--- src/rtl/stopgo_pkg.sv ---
`timescale 1ns / 1ps
// Package for the stop-and-go bit generator: widths, seeding constants and
// the shift register clock and seed mix functions. No dependencies.
package stopgo_pkg;

    localparam int SEED_W  = 31;
    localparam int REG_W   = 51;
    localparam int SUM_W   = SEED_W + 1;
    localparam int TDATA_W = 8;

    typedef logic [REG_W-1:0]  t_lfsr;
    typedef logic [SEED_W-1:0] t_seed;

    localparam logic [SUM_W-1:0] C_OFF_ONE   = SUM_W'(32'h0111_1111);
    localparam logic [SUM_W-1:0] C_OFF_TWO   = SUM_W'(32'h0222_2222);
    localparam logic [SUM_W-1:0] C_OFF_THREE = SUM_W'(32'h0333_3333);
    localparam t_seed            C_SEED_RST  = SEED_W'(1);

    // Feedback enters bit 31 by OR with the right-shifted word.
    function automatic t_lfsr f_clk(input t_lfsr v, input int t0, input int t1,
                                    input int t2, input int t3, input int t4);
        logic  fb;
        t_lfsr r;
        fb    = v[t0] ^ v[t1] ^ v[t2] ^ v[t3] ^ v[t4] ^ v[0];
        r     = v >> 1;
        r[31] = r[31] | fb;
        return r;
    endfunction

    function automatic t_lfsr f_clk_one(input t_lfsr v);
        return f_clk(v, 31, 7, 9, 1, 0);
    endfunction

    function automatic t_lfsr f_clk_two(input t_lfsr v);
        return f_clk(v, 31, 27, 9, 21, 0);
    endfunction

    function automatic t_lfsr f_clk_three(input t_lfsr v);
        return f_clk(v, 31, 8, 19, 10, 3);
    endfunction

    function automatic t_lfsr f_mix(input t_seed s, input logic [SUM_W-1:0] off,
                                    input int shl, input int shr);
        logic [SUM_W-1:0] a;
        t_lfsr            w;
        a = {1'b0, s} + off;
        w = {{(REG_W-SUM_W){1'b0}}, a};
        return (w << shl) ^ (w >> shr) ^ {{(REG_W-SEED_W){1'b0}}, s};
    endfunction

endpackage

--- src/rtl/stop_and_go_bit_generator.sv ---
`timescale 1ns / 1ps
// Top level of the stop-and-go keystream bit generator.
// Depends on stopgo_pkg.
//
// Usage:
// The slave stream carries one item per key bit; s_axis_tdata bit 0 is the
// restart flag, which reseeds all three shift registers from the seed
// register before the bit is made. The master stream returns one item per
// input item with the key bit in m_axis_tdata bit 0.
// The seed is written through the cfg channel, which is always ready, and
// takes effect at the next restart.
// Each key bit is registered before m_axis_tvalid. The generator steps once per
// accepted item, so one item per cycle is sustained while the receiver takes
// items; the single pass of seed mix and shift register clocks sets the cycle.
// Reset clears the shift registers, sets the seed to 1 and empties the
// output. Until the first restart the key bits are all zero.
// When the receiver stalls, one more item is taken into a skid register;
// s_axis_tready then drops until the receiver takes an item.
module stop_and_go_bit_generator (
    input  logic                             i_clk,
    input  logic                             i_rst_n,
    input  logic                             i_cfg_valid,
    output logic                             o_cfg_ready,
    input  logic [stopgo_pkg::SEED_W-1:0]    i_cfg_data,
    input  logic                             s_axis_tvalid,
    output logic                             s_axis_tready,
    input  logic [stopgo_pkg::TDATA_W-1:0]   s_axis_tdata,   // [0] restart
    output logic                             m_axis_tvalid,
    input  logic                             m_axis_tready,
    output logic [stopgo_pkg::TDATA_W-1:0]   m_axis_tdata    // [0] key_bit
);
    import stopgo_pkg::*;

    t_seed r_seed;
    t_lfsr r_one, r_two, r_three;
    logic  r_held, r_prev;
    logic  r_out_valid, r_skid_valid;
    logic  r_out_bit, r_skid_bit;

    t_lfsr n_one, n_two, n_three;
    logic  n_held, n_prev, n_key;
    logic  n_out_valid, n_skid_valid, n_out_bit, n_skid_bit;

    t_lfsr w_warm_one, w_warm_two, w_warm_three;
    t_lfsr w_start_one, w_start_two, w_start_three;
    logic  w_start_prev, w_start_held;
    logic  w_accept, w_restart, w_out_free;

    assign o_cfg_ready   = 1'b1;
    assign s_axis_tready = !r_skid_valid;
    assign w_accept      = s_axis_tvalid && s_axis_tready;
    assign w_restart     = s_axis_tdata[0];
    assign w_out_free    = !r_out_valid || m_axis_tready;
    assign m_axis_tvalid = r_out_valid;
    assign m_axis_tdata  = {{(TDATA_W-1){1'b0}}, r_out_bit};

    always_comb begin
        w_warm_one    = f_clk_one(f_mix(r_seed, C_OFF_ONE, 13, 19));
        w_warm_two    = f_clk_two(f_mix(r_seed, C_OFF_TWO, 17, 15));
        w_warm_three  = f_clk_three(f_mix(r_seed, C_OFF_THREE, 19, 13));
        w_start_one   = w_restart ? w_warm_one   : r_one;
        w_start_two   = w_restart ? w_warm_two   : r_two;
        w_start_three = w_restart ? w_warm_three : r_three;
        w_start_prev  = w_restart ? w_warm_one[0] : r_prev;
        w_start_held  = w_restart ? w_warm_two[0] : r_held;

        n_one   = f_clk_one(w_start_one);
        n_two   = w_start_prev ? f_clk_two(w_start_two) : w_start_two;
        n_held  = w_start_prev ? n_two[0] : w_start_held;
        n_three = f_clk_three(w_start_three);
        n_prev  = n_one[0];
        n_key   = n_held ^ n_three[0];
    end

    always_comb begin
        n_out_valid  = r_out_valid;
        n_skid_valid = r_skid_valid;
        n_out_bit    = r_out_bit;
        n_skid_bit   = r_skid_bit;
        if (w_out_free) begin
            if (r_skid_valid) begin
                n_out_valid  = 1'b1;
                n_out_bit    = r_skid_bit;
                n_skid_valid = 1'b0;
            end else begin
                n_out_valid = w_accept;
                n_out_bit   = n_key;
            end
        end else if (w_accept) begin
            n_skid_valid = 1'b1;
            n_skid_bit   = n_key;
        end
    end

    always_ff @(posedge i_clk) begin
        if (!i_rst_n) begin
            r_seed       <= C_SEED_RST;
            r_one        <= '0;
            r_two        <= '0;
            r_three      <= '0;
            r_held       <= 1'b0;
            r_prev       <= 1'b0;
            r_out_valid  <= 1'b0;
            r_skid_valid <= 1'b0;
        end else begin
            if (i_cfg_valid) begin
                r_seed <= i_cfg_data;
            end
            if (w_accept) begin
                r_one   <= n_one;
                r_two   <= n_two;
                r_three <= n_three;
                r_held  <= n_held;
                r_prev  <= n_prev;
            end
            r_out_valid  <= n_out_valid;
            r_skid_valid <= n_skid_valid;
        end
    end

    always_ff @(posedge i_clk) begin
        r_out_bit  <= n_out_bit;
        r_skid_bit <= n_skid_bit;
    end

endmodule

--- config.mk ---
export PLATFORM = sky130hd
export DESIGN_NAME = stop_and_go_bit_generator
export DESIGN_NICKNAME = d
export VERILOG_FILES = /design/src/rtl/stopgo_pkg.sv /design/src/rtl/stop_and_go_bit_generator.sv
export SDC_FILE = /design/constraint.sdc
export NUM_CORES = 1
export LEC_CHECK = 0
export BUFFER_PORTS_ARGS = -buffer_cell sky130_fd_sc_hd__buf_2
export CAP_MARGIN = 20
export CORE_ASPECT_RATIO = 1.1
export CORE_MARGIN = 3
export CORE_UTILIZATION = 63
export CTS_BUF_LIST = sky130_fd_sc_hd__clkbuf_16
export DETAILED_ROUTE_END_ITERATION = 7
export GPL_ROUTABILITY_DRIVEN = 1
export PLACE_DENSITY = 0.83
export SYNTH_ARGS = -nofsm -noshare
export SYNTH_HDL_FRONTEND = slang
export SYNTH_SLANG_ARGS = --single-unit
--- constraint.sdc ---
create_clock -name i_clk -period 4.05 [get_ports i_clk]
set_clock_uncertainty 0.2 [all_clocks]
set_input_delay 0.405 -clock i_clk [delete_from_list [all_inputs] [get_ports i_clk]]
set_output_delay 0.405 -clock i_clk [all_outputs]
set_load 0.02 [all_outputs]
==> results of run 1 <==
## flip-flops by register name (all words and copies together), names as in the netlist
name and flops:
r_two 50, r_three 49, r_one 43, r_seed 31, m_axis_tvalid 1, r_held 1
r_out_bit 1, r_skid_bit 1, r_skid_valid 1
## cell families after synthesis
| family | count (synthesis) | synth area share [%] |
|---|---|---|
| flops | 178 | 30.8 |
| mux | 114 | 9.89 |
| other cells | 2 | 0.0645 |
| simple gates | 424 | 17.8 |
| fa+ha+maj | 4 | 0.430 |
| xor+xnor | 186 | 15.1 |
| buf+inv | 147 | 5.38 |
| compound gates | 346 | 20.6 |
## per-stage QoR
step	hold slack (ps)	util, %	std cells	cell area (um^2)	setup WS, ps
floorplan	238	-	1407	11700	736
global placement	247	67.2	1603	12100	398
detailed placement	256	67.2	1603	12100	362
CTS	7.39	70.5	1631	12600	332
global route	28.1	70.5	1631	12600	4.79
finish	3.95	70.5	1631	12600	266
## power by group through the flow
stage	clock network (uW)	registers, uW	logic [uW]
after CTS	1740	2010	1140
after detailed placement	0	2040	1120
after floorplan	0	1980	912
after global routing	1810	2020	1250
after global placement	0	2040	1100
final	1730	2010	1150
## cell type report
cell class / count / area [um^2] / share of cell area, %
clock inverters: 11 / 165 / 1.31
repair buffers: 95 / 652 / 5.15
clock buffers: 17 / 425 / 3.36
inverters: 10 / 37.5 / 0.297
well taps: 238 / 298 / 2.35
multi-input cells: 1082 / 7480 / 59.2
flip-flops and latches: 178 / 3580 / 28.3
## per-layer routing
layer | vias up | part of all wire (%) | track usage [%]
met5 | - | 0 | 0
met4 | 0 | 3.4 | 12.1
met3 | 101 | 7.2 | 5.92
met2 | 447 | 47 | 51.4
met1 | 4831 | 42 | 42.4
li1 | 4805 | - | -
## worst max-delay path, delay by kind of cell, from the launching register on
| family | cells | cell delay (ps) |
|---|---|---|
| adder cells (fa/ha/maj) | 1 | 430 |
| AND/OR/NAND/NOR | 1 | 260 |
| flip-flops | 1 | 730 |
| multiplexers | 1 | 300 |
| XOR/XNOR | 2 | 370 |
| AO/OA/AOI/OAI | 5 | 1380 |
## final timing paths
path | from | end | slack (ps)
setup reg to reg | r_seed[2] | r_two[31] | 270
hold reg to reg | r_two[38] | r_two[38] | 260
hold / removal | i_cfg_data[0] | r_seed[0] | 4
setup / recovery | r_seed[2] | r_two[31] | 270
## cell usage in the layout, fill, tap and decap left out, types with 4 or more instances in the layout
cell type / synthesis / final
nor3_1: 6 / 6
mux2_2: 9 / 9
xnor2_1: 127 / 127
conb_1: 2 / 8
and3_1: 19 / 19
a21boi_0: 24 / 24
a211oi_1: 37 / 37
o21a_1: 5 / 5
o211ai_1: 26 / 26
buf_4: 10 / 55
a31oi_1: 11 / 11
and2_1: 13 / 13
bufinv_16: 0 / 4
nand3_1: 25 / 25
buf_2: 17 / 37
inv_1: 10 / 10
nor2_1: 103 / 103
xnor3_1: 9 / 9
nor2b_1: 76 / 75
o211a_1: 44 / 44
o31ai_1: 6 / 6
nor3b_1: 6 / 6
nand3b_1: 7 / 7
ha_1: 4 / 4
a21oi_1: 88 / 87
o21ai_0: 64 / 64
mux2i_1: 105 / 105
clkbuf_16: 0 / 17
nand2_1: 134 / 133
dfxtp_1: 176 / 176
nand2b_1: 18 / 18
xor2_1: 49 / 49
==> flow_metrics.tcl, run 1 <==
set metrics [dict create \
    synth-edff-count 2 \
    layout_min_cycle_time_ps 3780 \
    start_util_pct 65.0 \
    power_density_mw_per_mm2 387 \
    postCtsSetupBuffers 0 \
    outcome "finished, final reports clean" \
    p_int_uw 3420 \
    nets 1432 \
    dr.first_iter.drc_count 1077 \
    die_x_um 136 \
    p_switching_uw 1480 \
    gp_congestion 0.978 \
    whs_path_depth 3 \
    post_cts_resized 0 \
    final_min_period_over_clock_period_pct 93.4 \
    cts_root_buffer "clkbuf_16" \
    netlist_instances 1401 \
    hold_violations 0 \
    coreArea_mm2 0.0179 \
    final.setup.tns_ps 0 \
    fp-row-count 51 \
    synth_top_cell_area_share_pct 30.3 \
    max_freq_mhz 264 \
    ctsHoldBuffers 0 \
    ys_seq_area_share_pct 30.8 \
    clkPwrFrac_pct 35.4 \
    swShare_pct 30.2 \
    cts.htree.levels 4 \
    seqPwrFrac_pct 41.1 \
    comb_power_share_pct 23.5 \
    synth_area_leaders "dfxtp_1 30%, xnor2_1 9.6%, mux2i_1 9.0%" \
    avgSynthCellArea_um2 8.31 \
    diodes 0 \
    postRouteAntennaNets 0 \
    grt_usage_pct 31.8 \
    cpPeakStageDelay_ps 730 \
    antenna_found_initial 0 \
    synth_seq_cells 178 \
    crit_chain "ha_1 -> a31o_2 -> a41oi_1 -> o31ai_1 -> and2_1 -> xnor3_1 -> mux2i_1 -> xnor2_1 -> o311a_1 -> a211o_1" \
    routed-via-count 10200 \
    drcViolationCount 0 \
    r2r_cells 10 \
    critPathCaptureType "flip-flop" \
    required_ps 4180 \
    setup_viol 0 \
    total_power_uw 4890 \
    yosys.area.top_type "dfxtp_1" \
    grt_overflow_total 0 \
    vias_per_cell 6.24 \
    grt_max_degree 102 \
    critical_path.max_fanout 11 \
    hold_path.class "in2reg" \
    rsz0062_at_grt "no" \
    wl_um 32100 \
    drv_slew 0 \
    cts_sinks 178 \
    fillers 1371 \
    io-pin-count 55 \
    hpwl_um 21700 \
    max-vdd-ir-drop_mv 0.316 \
    max-cap-violations 0 \
    ys_types 70 \
    synth_area_mm2 0.0116 \
    ys.flop_type "dfxtp_1" \
    worstSetupStartpointType "flip-flop" \
    critPathArrivalTime_ps 3920 \
    post_drt_wl_per_cell_um 19.7 \
    cts_buffers 17 \
    async_reset_ff_share_pct 0 \
    port_buffers 39 \
    clock_latency_ps 440 \
    tightest_slew_ps 1040 \
    drt-pass1-iter-count 6 \
    p_leak_uw 0.00535 \
    crit_type "reg2reg" \
    relSlewSlack_pct 30.5 \
    clkTransAtPathRegs_ps 70 \
    grt_pass1_wl_um 51200 \
    area_growth_pct 8.58 \
    grt_pass1_vias 9595 \
    clock_path_buffers 2 \
    die_h_um 149 \
    yosysWarnings 0 \
    dieArea_mm2 0.0202 \
    yosysMostFrequentCell "dfxtp_1" \
    critical-path-slowest-cell "dfxtp_1" \
    ys_top_cells_by_count "176 x dfxtp_1, 134 x nand2_1, 127 x xnor2_1" \
    layout-drive-gt1-share_pct 10.8 \
    cts_tree "built" \
]
No activity file was read; power rests on OpenSTA's default activity.
==> inputs of run 2 (changes only) <==
Settings changed: CORE_ASPECT_RATIO 1.1 to unset.
==> flow_metrics.tcl, run 2 (synthesized netlist as in run 1, its figures left out) <==
set metrics [dict create \
    outcome "finished, final reports clean" \
    max-cap-violations 0 \
    worstSetupStartpointType "flip-flop" \
    layout_min_cycle_time_ps 3720 \
    area_growth_pct 8.59 \
    cts_tree "built" \
    final_min_period_over_clock_period_pct 91.8 \
    grt_overflow_total 0 \
    fillers 1385 \
    gp_congestion 0.968 \
    cpPeakStageDelay_ps 500 \
    p_leak_uw 0.00536 \
    clock_path_buffers 2 \
    final_cells 1622 \
    drt-pass1-iter-count 5 \
    routed-via-count 10300 \
    dieArea_mm2 0.0202 \
    hold_violations 0 \
    setup_viol 0 \
    postPlaceCellArea_mm2 0.0120 \
    drcViolationCount 0 \
    fp-row-count 49 \
    path_common_cell "nand2_1" \
    cts.htree.levels 4 \
    top_register "r_two" \
    critical-path-slowest-cell "or4_1" \
    clock_latency_ps 450 \
    max-vdd-ir-drop_mv 0.280 \
    final.setup.tns_ps 0 \
    fin_util_pct 69.9 \
    nets 1428 \
    die_x_um 142 \
    clkTransAtPathRegs_ps 70 \
    largest_reg_flops 50 \
    grt_pass1_vias 9523 \
    max_freq_mhz 269 \
    vias_per_cell 6.35 \
    critPathCaptureType "flip-flop" \
    cts_buffers 17 \
    cpLargestDelayFamily "simple AND/OR/NAND/NOR gates" \
    hold_path.class "in2reg" \
    port_buffers 39 \
    rsz0062_at_grt "no" \
    drv_slew 0 \
    critical_path.max_fanout 19 \
    crit_type "reg2reg" \
    critPathArrivalTime_ps 3890 \
    io-pin-count 55 \
    cts_sinks 178 \
    grt_usage_pct 31.7 \
    final_cell_mix "176 x dfxtp_1, 133 x nand2_1, 127 x xnor2_1, 105 x mux2i_1, 103 x nor2_1" \
    cts_root_buffer "clkbuf_16" \
    start_util_pct 64.4 \
    finalInstanceArea_mm2 0.0126 \
    post_drt_wl_per_cell_um 19.7 \
    diodes 0 \
    layout-drive-gt1-share_pct 10.8 \
    relSlewSlack_pct 29.9 \
    required_ps 4220 \
    crit_chain "ha_1 -> a311oi_2 -> nor2_1 -> or4_1 -> and3_4 -> xnor2_2 -> nand2_1 -> nand2_1 -> buf_4 -> mux2_2 -> o21ai_0" \
    grt_pass1_wl_um 50900 \
    wl_um 32000 \
    dr.first_iter.drc_count 1078 \
    ctsHoldBuffers 0 \
    postCtsSetupBuffers 0 \
    cp_num_buf_inv 1 \
    grt_max_degree 104 \
    place_inst 1590 \
    post_cts_resized 0 \
    postRouteAntennaNets 0 \
    hpwl_um 21300 \
    coreArea_mm2 0.0181 \
    final_common_cell "dfxtp_1" \
    power_density_mw_per_mm2 388 \
    antenna_found_initial 0 \
    tightest_slew_ps 1050 \
    reg_top3 "r_two: 50 flops, r_three: 49 flops, r_one: 43 flops" \
    die_h_um 142 \
]
## run 2: changes by cell type in the layout (fill, tap and decap cells not counted), sizes merged
cell / change
bufinv: -1
buf: -4
clkinvlp: -1
clkinv: +2
inv: +4
## run 2: worst paths after layout
check	from	to	slack, ps	depth (start not counted)
setup / recovery	r_seed[0]	r_two[4]	330	11
hold / removal	i_cfg_data[26]	r_seed[26]	10	3
setup reg to reg	r_seed[0]	r_two[4]	330	11
hold reg to reg	r_two[19]	r_two[19]	260	2
## run 2: through the flow
step | hold slack [ps] | setup WS, ps | total power, uW
global route | 22.9 | 104 | 5110
detailed placement | 257 | 396 | 3160
global placement | 249 | 411 | 3130
floorplan | 238 | 736 | 2890
CTS | 13.0 | 377 | 4900
finish | 12.5 | 331 | 4910
## run 2: power by group
group	switching (uW)	leakage, uW	internal, uW
sequential	128	0.00147	1890
combinational	633	0.00359	509
clock	767	0.000303	980
total	1530	0.00536	3380
## run 2: worst reg2reg max path, stage by stage, from the launching register on
cell	delay, ps
dfxtp_1	450
ha_1	320
a311oi_2	370
nor2_1	170
or4_1	500
and3_4	190
xnor2_2	430
nand2_1	140
nand2_1	120
buf_4	260
mux2_2	370
o21ai_0	130
## run 2: final cells by class
type,instances,area [um^2],area share (%)
clock buffer,17,425,3.36
timing repair buffer,91,647,5.11
tap,229,287,2.27
multi-input combinational,1082,7480,59.2
clock inverter,15,183,1.44
inverter,10,37.5,0.297
sequential,178,3580,28.3
## run 2: routing by layer
layer / share of wire (%) / track usage (%) / vias to the layer above
met5: 0 / 0 / -
met4: 4.4 / 14.5 / 0
met3: 8.0 / 5.85 / 121
met2: 46 / 49.6 / 499
met1: 41 / 42.6 / 4874
li1: - / - / 4800
